[src/rtl/core/first_fit_frame_search_top_assert.svh]
// Assertion macros for the first fit frame search block.
// Each macro samples on clk and is disabled while rst is high.
`ifndef FIRST_FIT_FRAME_SEARCH_TOP_ASSERT_SVH
`define FIRST_FIT_FRAME_SEARCH_TOP_ASSERT_SVH

// Same-cycle implication.
`define FFS_ASSERT_NOW(label, ante, cons, msg) \
  label: assert property (@(posedge clk) disable iff (rst) (ante) |-> (cons)) \
    else $error(msg);

// Next-cycle implication.
`define FFS_ASSERT_NEXT(label, ante, cons, msg) \
  label: assert property (@(posedge clk) disable iff (rst) (ante) |=> (cons)) \
    else $error(msg);

`endif

[src/rtl/core/ffs_pkg.sv]
`timescale 1ns / 1ps
`default_nettype none

package ffs_pkg;

  localparam int MAX_REGIONS = 3;
  localparam int REGIONS_DEF = 3;

  localparam int PAGE_BITS  = 12;
  localparam int FC_W       = 21;
  localparam int REG_W      = 32;
  localparam int CFG_IDX_W  = 3;
  localparam int S_TDATA_W  = 160;
  localparam int M_TDATA_W  = 32;

  localparam logic [CFG_IDX_W-1:0] CFG_FRAME_COUNT = 3'd0;
  localparam logic [CFG_IDX_W-1:0] CFG_RES_FIRST   = 3'd1;

  localparam logic [31:0] ENTRY_TYPE_RAM = 32'd1;
  localparam logic [FC_W-1:0] FRAME_COUNT_RESET = 21'd1;

  localparam logic [31:0] RES_LOW_RESET  [MAX_REGIONS] = '{32'h0, 32'h0, 32'h000B8000};
  localparam logic [31:0] RES_HIGH_RESET [MAX_REGIONS] = '{32'h0, 32'h0, 32'h000B8F9F};

  typedef struct packed {
    logic        fit;
    logic [31:0] start;
  } fit_t;

endpackage

`default_nettype wire

[src/rtl/core/first_fit_frame_search_top.sv]
// First fit frame search.
// s_* channel: one memory map entry per item. s_tdata holds base, length
// and type; s_tlast marks the final entry of the map.
// m_* channel: one result item per map, sent after the entry with s_tlast.
// m_tuser is the found flag, m_tdata the page-aligned start (0 if none).
// cfg_we / cfg_index / cfg_data write the frame count and the reserved
// region bounds; write them only while the block is idle.
// Throughput: one entry per cycle while no last entry waits for a pending
// result. Each entry is evaluated combinationally between the input
// register and the search state. The last entry passes through the input
// register and then the result register, which drives m_tvalid.
// When m_tready is low the result register holds its item; entries that
// are not last keep flowing, and a last entry waits in the input register,
// holding s_tready low, until the pending result is taken.
// Reset (rst, synchronous) empties both registers, clears the search state
// and loads the default frame count and reserved regions.
`timescale 1ns / 1ps
`default_nettype none

module first_fit_frame_search_top
  import ffs_pkg::*;
#(
  parameter int REGIONS = REGIONS_DEF
) (
  input  wire logic                 clk,
  input  wire logic                 rst,
  input  wire logic                 s_tvalid,
  output logic                      s_tready,
  input  wire logic [S_TDATA_W-1:0] s_tdata,   // entry_base, entry_length, entry_type
  input  wire logic                 s_tlast,
  output logic                      m_tvalid,
  input  wire logic                 m_tready,
  output logic [M_TDATA_W-1:0]      m_tdata,   // start_address
  output logic                      m_tuser,   // found
  input  wire logic                 cfg_we,
  input  wire logic [CFG_IDX_W-1:0] cfg_index,
  input  wire logic [REG_W-1:0]     cfg_data
);

  `include "first_fit_frame_search_top_assert.svh"

  logic [FC_W-1:0]          frame_count;
  logic [REGIONS-1:0][31:0] res_low;
  logic [REGIONS-1:0][31:0] res_high;

  logic        in_valid;
  logic [63:0] in_base;
  logic [63:0] in_length;
  logic [31:0] in_type;
  logic        in_last;

  logic        have_fit;
  logic [31:0] fit_start;
  logic        out_valid;
  logic        out_found;
  logic [31:0] out_start;

  fit_t        eval_res;
  logic        advance;
  logic        take;
  logic        new_fit;

  always_ff @(posedge clk) begin
    if (rst) begin
      frame_count <= FRAME_COUNT_RESET;
      for (int i = 0; i < REGIONS; i++) begin
        res_low[i]  <= RES_LOW_RESET[i];
        res_high[i] <= RES_HIGH_RESET[i];
      end
    end else if (cfg_we) begin
      if (cfg_index == CFG_FRAME_COUNT) begin
        frame_count <= cfg_data[FC_W-1:0];
      end
      for (int i = 0; i < REGIONS; i++) begin
        if (cfg_index == CFG_IDX_W'(CFG_RES_FIRST + 2 * i)) begin
          res_low[i] <= cfg_data;
        end
        if (cfg_index == CFG_IDX_W'(CFG_RES_FIRST + 2 * i + 1)) begin
          res_high[i] <= cfg_data;
        end
      end
    end
  end

  ffs_entry_eval #(.REGIONS(REGIONS)) u_eval (
    .entry_base   (in_base),
    .entry_length (in_length),
    .entry_type   (in_type),
    .frame_count  (frame_count),
    .res_low      (res_low),
    .res_high     (res_high),
    .result       (eval_res)
  );

  always_comb begin
    advance  = in_valid && (!in_last || !out_valid || m_tready);
    s_tready = !in_valid || advance;
    take     = s_tvalid && s_tready;
    new_fit  = !have_fit && eval_res.fit;
    m_tvalid = out_valid;
    m_tuser  = out_found;
    m_tdata  = out_start;
  end

  always_ff @(posedge clk) begin
    if (take) begin
      in_base   <= s_tdata[63:0];
      in_length <= s_tdata[127:64];
      in_type   <= s_tdata[159:128];
      in_last   <= s_tlast;
    end
    if (advance && in_last) begin
      out_found <= have_fit || eval_res.fit;
      out_start <= have_fit ? fit_start : (eval_res.fit ? eval_res.start : 32'd0);
    end
  end

  always_ff @(posedge clk) begin
    if (rst) begin
      in_valid  <= 1'b0;
      out_valid <= 1'b0;
      have_fit  <= 1'b0;
      fit_start <= 32'd0;
    end else begin
      if (take) begin
        in_valid <= 1'b1;
      end else if (advance) begin
        in_valid <= 1'b0;
      end
      if (advance && in_last) begin
        out_valid <= 1'b1;
      end else if (m_tready) begin
        out_valid <= 1'b0;
      end
      if (advance) begin
        if (in_last) begin
          have_fit  <= 1'b0;
          fit_start <= 32'd0;
        end else if (new_fit) begin
          have_fit  <= 1'b1;
          fit_start <= eval_res.start;
        end
      end
    end
  end

  `FFS_ASSERT_NOW(a_nofit_zero, m_tvalid && !m_tuser, m_tdata == 32'd0, "no fit with nonzero start")
  `FFS_ASSERT_NOW(a_fit_aligned, m_tvalid && m_tuser, m_tdata[PAGE_BITS-1:0] == '0, "misaligned")
  `FFS_ASSERT_NEXT(a_clear_on_last, advance && in_last, !have_fit && fit_start == '0, "not cleared")
  `FFS_ASSERT_NOW(a_idle_state, !have_fit, fit_start == 32'd0, "stale fit start")

endmodule

`default_nettype wire

[src/rtl/core/ffs_overlap.sv]
`timescale 1ns / 1ps
`default_nettype none

module ffs_overlap
  import ffs_pkg::*;
#(
  parameter int REGIONS = REGIONS_DEF
) (
  input  wire logic [63:0]               piece_base,
  input  wire logic [63:0]               piece_end,
  input  wire logic                      piece_nonempty,
  input  wire logic [REGIONS-1:0][31:0]  res_low,
  input  wire logic [REGIONS-1:0][31:0]  res_high,
  output logic      [REGIONS-1:0]        hit
);

  logic [63:0] rs;
  logic [63:0] re;

  always_comb begin
    rs = '0;
    re = '0;
    for (int i = 0; i < REGIONS; i++) begin
      rs = {32'd0, res_low[i]};
      re = {32'd0, res_high[i]};
      hit[i] = piece_nonempty &&
               !(((piece_base < rs) && (piece_end < rs)) ||
                 ((re < piece_base) && (re < piece_end)));
    end
  end

endmodule

`default_nettype wire

[src/rtl/core/ffs_piece_fit.sv]
`timescale 1ns / 1ps
`default_nettype none

module ffs_piece_fit
  import ffs_pkg::*;
(
  input  wire logic [32:0]     piece_base,
  input  wire logic [63:0]     piece_len,
  input  wire logic [FC_W-1:0] frame_count,
  output fit_t                 result
);

  logic [33:0] aligned;
  logic [33:0] pad_w;
  logic [63:0] pad;
  logic [63:0] rest;
  logic [63:0] need;
  logic [31:0] room;

  always_comb begin
    aligned = ({1'b0, piece_base} + 34'h0FFF) & ~34'h0FFF;
    pad_w   = aligned - {1'b0, piece_base};
    pad     = {51'd0, pad_w[PAGE_BITS:0]};
    rest    = piece_len - pad;
    need    = {31'd0, frame_count, {PAGE_BITS{1'b0}}};
    room    = 32'hFFFF_FFFF - aligned[31:0];
    result.start = aligned[31:0];
    result.fit   = !piece_base[32] &&
                   (pad <= piece_len) &&
                   (rest >= need) &&
                   (aligned[33:32] == 2'b00) &&
                   (rest <= {32'd0, room});
  end

endmodule

`default_nettype wire

[src/rtl/core/ffs_entry_eval.sv]
`timescale 1ns / 1ps
`default_nettype none

module ffs_entry_eval
  import ffs_pkg::*;
#(
  parameter int REGIONS = REGIONS_DEF
) (
  input  wire logic [63:0]              entry_base,
  input  wire logic [63:0]              entry_length,
  input  wire logic [31:0]              entry_type,
  input  wire logic [FC_W-1:0]          frame_count,
  input  wire logic [REGIONS-1:0][31:0] res_low,
  input  wire logic [REGIONS-1:0][31:0] res_high,
  output fit_t                          result
);

  logic [64:0]        sum;
  logic [63:0]        entry_tail;
  logic [63:0]        base_lo;
  logic [REGIONS-1:0] ov_entry;
  logic [REGIONS-1:0] ov_h1;
  logic [REGIONS-1:0] ov_h2;
  logic [31:0]        rs;
  logic [31:0]        re;
  logic               base_ok;
  logic               len_ok;
  logic [31:0]        h1_len;
  logic [63:0]        h1_end;
  logic               h1_cond;
  logic [32:0]        h2_base;
  logic [63:0]        h2_len;
  logic               h2_cond;
  fit_t               plain_res;
  fit_t               h1_res;
  fit_t               h2_res;
  logic               h1_ok;
  logic               h2_ok;

  always_comb begin
    sum        = {1'b0, entry_base} + {1'b0, entry_length};
    entry_tail = sum[64] ? {64{1'b1}} : (sum[63:0] - 64'd1);
    base_lo    = {32'd0, entry_base[31:0]};
    base_ok    = (entry_base[63:32] == 32'd0);
    len_ok     = (entry_type == ENTRY_TYPE_RAM) &&
                 (entry_length >= {31'd0, frame_count, {PAGE_BITS{1'b0}}});
  end

  always_comb begin
    rs = '0;
    re = '0;
    for (int i = REGIONS - 1; i >= 0; i--) begin
      if (ov_entry[i]) begin
        rs = res_low[i];
        re = res_high[i];
      end
    end
    h1_cond = (entry_base[31:0] <= rs);
    h1_len  = rs - entry_base[31:0];
    h1_end  = {32'd0, rs - 32'd1};
    h2_cond = ({32'd0, re} <= entry_tail);
    h2_base = {1'b0, re} + 33'd1;
    h2_len  = entry_tail - {32'd0, re};
  end

  ffs_overlap #(.REGIONS(REGIONS)) u_ov_entry (
    .piece_base     (base_lo),
    .piece_end      (entry_tail),
    .piece_nonempty (entry_length != 64'd0),
    .res_low        (res_low),
    .res_high       (res_high),
    .hit            (ov_entry)
  );

  ffs_overlap #(.REGIONS(REGIONS)) u_ov_h1 (
    .piece_base     (base_lo),
    .piece_end      (h1_end),
    .piece_nonempty (h1_len != 32'd0),
    .res_low        (res_low),
    .res_high       (res_high),
    .hit            (ov_h1)
  );

  ffs_overlap #(.REGIONS(REGIONS)) u_ov_h2 (
    .piece_base     ({31'd0, h2_base}),
    .piece_end      (entry_tail),
    .piece_nonempty (h2_len != 64'd0),
    .res_low        (res_low),
    .res_high       (res_high),
    .hit            (ov_h2)
  );

  ffs_piece_fit u_fit_plain (
    .piece_base  ({1'b0, entry_base[31:0]}),
    .piece_len   (entry_length),
    .frame_count (frame_count),
    .result      (plain_res)
  );

  ffs_piece_fit u_fit_h1 (
    .piece_base  ({1'b0, entry_base[31:0]}),
    .piece_len   ({32'd0, h1_len}),
    .frame_count (frame_count),
    .result      (h1_res)
  );

  ffs_piece_fit u_fit_h2 (
    .piece_base  (h2_base),
    .piece_len   (h2_len),
    .frame_count (frame_count),
    .result      (h2_res)
  );

  always_comb begin
    h1_ok = h1_cond && (ov_h1 == '0) && h1_res.fit;
    h2_ok = h2_cond && (ov_h2 == '0) && h2_res.fit;
    if (ov_entry == '0) begin
      result.fit   = base_ok && len_ok && plain_res.fit;
      result.start = plain_res.start;
    end else begin
      result.fit   = base_ok && len_ok && (h1_ok || h2_ok);
      result.start = h1_ok ? h1_res.start : h2_res.start;
    end
  end

endmodule

`default_nettype wire
[config.mk]
export PLATFORM = sky130hd
export DESIGN_NAME = first_fit_frame_search_top
export DESIGN_NICKNAME = d
export VERILOG_FILES = /design/src/rtl/core/ffs_pkg.sv /design/src/rtl/core/first_fit_frame_search_top.sv /design/src/rtl/core/ffs_overlap.sv /design/src/rtl/core/ffs_piece_fit.sv /design/src/rtl/core/ffs_entry_eval.sv
export VERILOG_INCLUDE_DIRS = /design/src /design/src/rtl/core
export SDC_FILE = /design/constraint.sdc
export NUM_CORES = 2
export LEC_CHECK = 0
export BUFFER_PORTS_ARGS = -buffer_cell sky130_fd_sc_hd__buf_4
export CORE_ASPECT_RATIO = 1.2
export CORE_MARGIN = 8
export CORE_UTILIZATION = 50
export CTS_CLUSTER_DIAMETER = 30
export DETAILED_ROUTE_END_ITERATION = 10
export PLACE_DENSITY_LB_ADDON = 0.08
export SLEW_MARGIN = 15
export SYNTH_ARGS = -nofsm -noshare
export SYNTH_HDL_FRONTEND = slang
export SYNTH_SLANG_ARGS = --single-unit
export TNS_END_PERCENT = 5
[constraint.sdc]
create_clock -name clk -period 29.9 [get_ports clk]
set_input_delay 5.98 -clock clk [delete_from_list [all_inputs] [get_ports clk]]
set_output_delay 5.98 -clock clk [all_outputs]
set_load 0.02 [all_outputs]
==> impl_metrics.yaml <==
global_route:
  grt_max_degree: 78
  track_usage_pct: 44.5
  grt_pass1_vias: 54605
  grt_overflow_total: 0
  grt_first_pass_wirelength_um: 384000
  antenna_found_initial: 6
placement:
  placed_area_um2: 57600
  pre_cts_ws_ps: 9360
  place.gp.congestion: 1.15
  place_inst: 8371
  hpwl_um: 225000
  portBuffers: 223
clocking:
  cts_tree: "done"
  cts_resized: 0
  htree_levels: 3
  post-cts-setup-buffers: 0
  cts_buffer_depth: 3
  cts.sinks: 418
  clkLatencyLatePin_ps: 780
  clockRootBuffer: "clkbuf_16"
  cts_hold_buf: 0
  cts_made_buffers: 96
  cts.clk_slew.worst_paths_ps: 50
finish:
  areaGrowthSynthToFinish_pct: 12.7
  stdcell_count: 8557
  drive_above_1_share_pct: 9.38
  nNetsFinal: 8318
  final_area_um2: 61100
  utilization_pct: 56.7
sta:
  min_period_ps: 21510
  finalMaxSlewViolations: 0
  setup_viol: 0
  worst_pin_slew_ps: 1370
  setup_ws_ps: 8390
  rsz0062_at_grt: "false"
  max_freq_mhz: 46.5
  min_period_over_period_pct: 71.9
  fin_skew_ps: 43.9
  slew_headroom_pct: 6.03
  final_hold_viol_count: 0
  finalSetupTns_ps: 0
setup_path:
  r2r_slack_ps: 8390
  required_ps: 30520
  crit_path_end_kind: "register"
  crit_type: "reg2reg"
  start_kind: "register"
  crit_arrival_ps: 22130
  worst_path_largest_cell_delay_ps: 1040
  rr_startpoint: "in_base[24]$_DFFE_PP_"
  reg2reg_depth: 58
  worst_path_most_repeated_cell: "o21ai_0"
  crit_fanout: 24
  critPathSlowestCell: "nor4_2"
  r2r-end: "fit_start[12]$_SDFFE_PP0P_"
drt:
  drcViolationCount: 0
  ant_nets: 0
  viasPerCell: 6.74
  drt_wl_total_um: 276000
  drt-wirelength-per-cell_um: 32.2
  drtPass1Iterations: 9
  drt_iter0_drc: 6782
  vias: 57635
synth:
  synth_top_area_share_pct: 24.2
  synth_top_flop_cell: "dfxtp_1"
  synth_area_leader_cell: "ha_1"
  yosysSeqAreaShare_pct: 18.8
  avgSynthCellArea_um2: 7.93
  synthAdderAreaFrac_pct: 24.5
  yosysWarnings: 0
  synth-edff-count: 182
  synth_cell_types: 123
  muxShareOfSynthArea_pct: 1.91
  synth_xor_area_share_pct: 5.81
  synthTopCellsByArea: "ha_1, edfxtp_1, dfxtp_1"
  synth_top_family_by_area: "adder cells"
  yosys-top-cells-count: "ha_1, nand2_1, a21oi_1, inv_1, nor2_1"
  synth_area_um2: 54200
  yosysMostFrequentCell: "ha_1"
  syn_inst: 6829
  yosys.area_share.simple_pct: 23.5
  async_flop_share_pct: 0
  ys_ff_latch: 418
  synth-compound-area-share_pct: 20.9
pwr:
  p_per_area_nw_per_um2: 45.9
  leakage_nw: 26.7
  peakVddDrop_mv: 0.0518
min_path:
  hold_path_class: "reg2reg"
  worstHoldStart: "res_low[91]$_SDFFE_PP0P_"
  hold_path_depth: 2
  hold_end: "res_low[91]$_SDFFE_PP0P_"
floorplan:
  die-area_um2: 119000
  io_pins: 236
  start_util_pct: 50.3
  die_x_um: 317
  die_h_um: 377
  rows: 132
  core_region_area_um2: 108000
job:
  maxCapViolCount: 0
status:
  outcome: "finished clean"
-- critical path: cells and delay by family (launching register included) --
| family | cells | cell delay, ps |
|---|---|---|
| compound gates | 21 | 7350 |
| xor+xnor | 1 | 180 |
| fa+ha+maj | 4 | 1570 |
| buf+inv | 4 | 920 |
| flops | 1 | 650 |
| mux | 2 | 850 |
| simple gates | 26 | 9800 |
-- cells by family (layout without fill, tap and decap cells) --
family | count (synthesis) | in the layout
compound gates | 1773 | 1773
xor+xnor | 357 | 357
fa+ha+maj | 1057 | 1057
buf+inv | 614 | 918
flops | 418 | 418
mux | 98 | 98
other cells | 2 | 19
simple gates | 2510 | 2510
-- placed cells by master (no fill, tap or decap), drive strengths merged, types with 47 or more instances in the layout --
cell	count
a21o	257
a21oi	663
buf	324
clkbuf	115
dfxtp	236
edfxtp	182
ha	1050
inv	426
mux2i	79
nand2	839
nand2b	165
nand3	141
nand4	259
nor2	413
nor2b	162
nor3	129
nor4	124
o21ai	343
o31ai	79
or3	47
xnor2	266
xor2	91
-- through the flow --
| stage | hold slack, ps | total power [mW] |
|---|---|---|
| 3_3_place_gp | 441 | 1.65 |
| 3_5_place_dp | 448 | 1.66 |
| 5_1_grt | 477 | 2.91 |
| 4_1_cts | 455 | 2.76 |
| 2_1_floorplan | 436 | 1.31 |
| 6_report | 453 | 2.81 |
-- sequential cells by signal, summed over array words and instances (netlist names), 20 cells and up --
name / count
fit_start: 20
res_high: 96
m_tdata: 20
in_length: 64
frame_count: 21
res_low: 96
in_type: 32
in_base: 64
-- power by group --
group / switching [mW] / total [mW] / leakage, nW / internal [mW]
clock network: 0.401 / 1.11 / 1.65 / 0.708
logic: 0.681 / 1.05 / 21.3 / 0.367
registers: 0.0304 / 0.649 / 3.72 / 0.619
-- layer usage --
layer / share of wire (%) / track usage, % / vias up
met1: 35 / 49.0 / 27263
met3: 9.3 / 9.63 / 1141
met5: 0.023 / 0.243 / -
met2: 43 / 69.5 / 3539
met4: 13 / 44.6 / 4
li1: - / - / 25688
-- how the worst max path moves through the flow --
stage	slack [ps]	start	to	cells after the start
after global routing	7350	in_base[0]$_DFFE_PP_	fit_start[13]$_SDFFE_PP0P_	76
after detailed placement	9360	in_base[20]$_DFFE_PP_	m_tdata[29]$_DFFE_PP_	66
after floorplan	14510	in_base[0]$_DFFE_PP_	fit_start[12]$_SDFFE_PP0P_	83
final	8390	in_base[24]$_DFFE_PP_	fit_start[12]$_SDFFE_PP0P_	58
after global placement	9280	in_base[31]$_DFFE_PP_	m_tdata[30]$_DFFE_PP_	58
after CTS	9230	in_base[0]$_DFFE_PP_	m_tdata[20]$_DFFE_PP_	67
-- cell type report --
| class | count | area, µm² |
|---|---|---|
| antenna | 5 | 12.5 |
| inverter | 413 | 1550 |
| multi-input combinational | 5809 | 41700 |
| tap | 1407 | 1760 |
| clock inverter | 66 | 857 |
| timing repair buffer | 324 | 2430 |
| fill | 10006 | 46600 |
| clock buffer | 115 | 2560 |
| sequential | 418 | 10200 |
(Power assumes the default switching activity.)
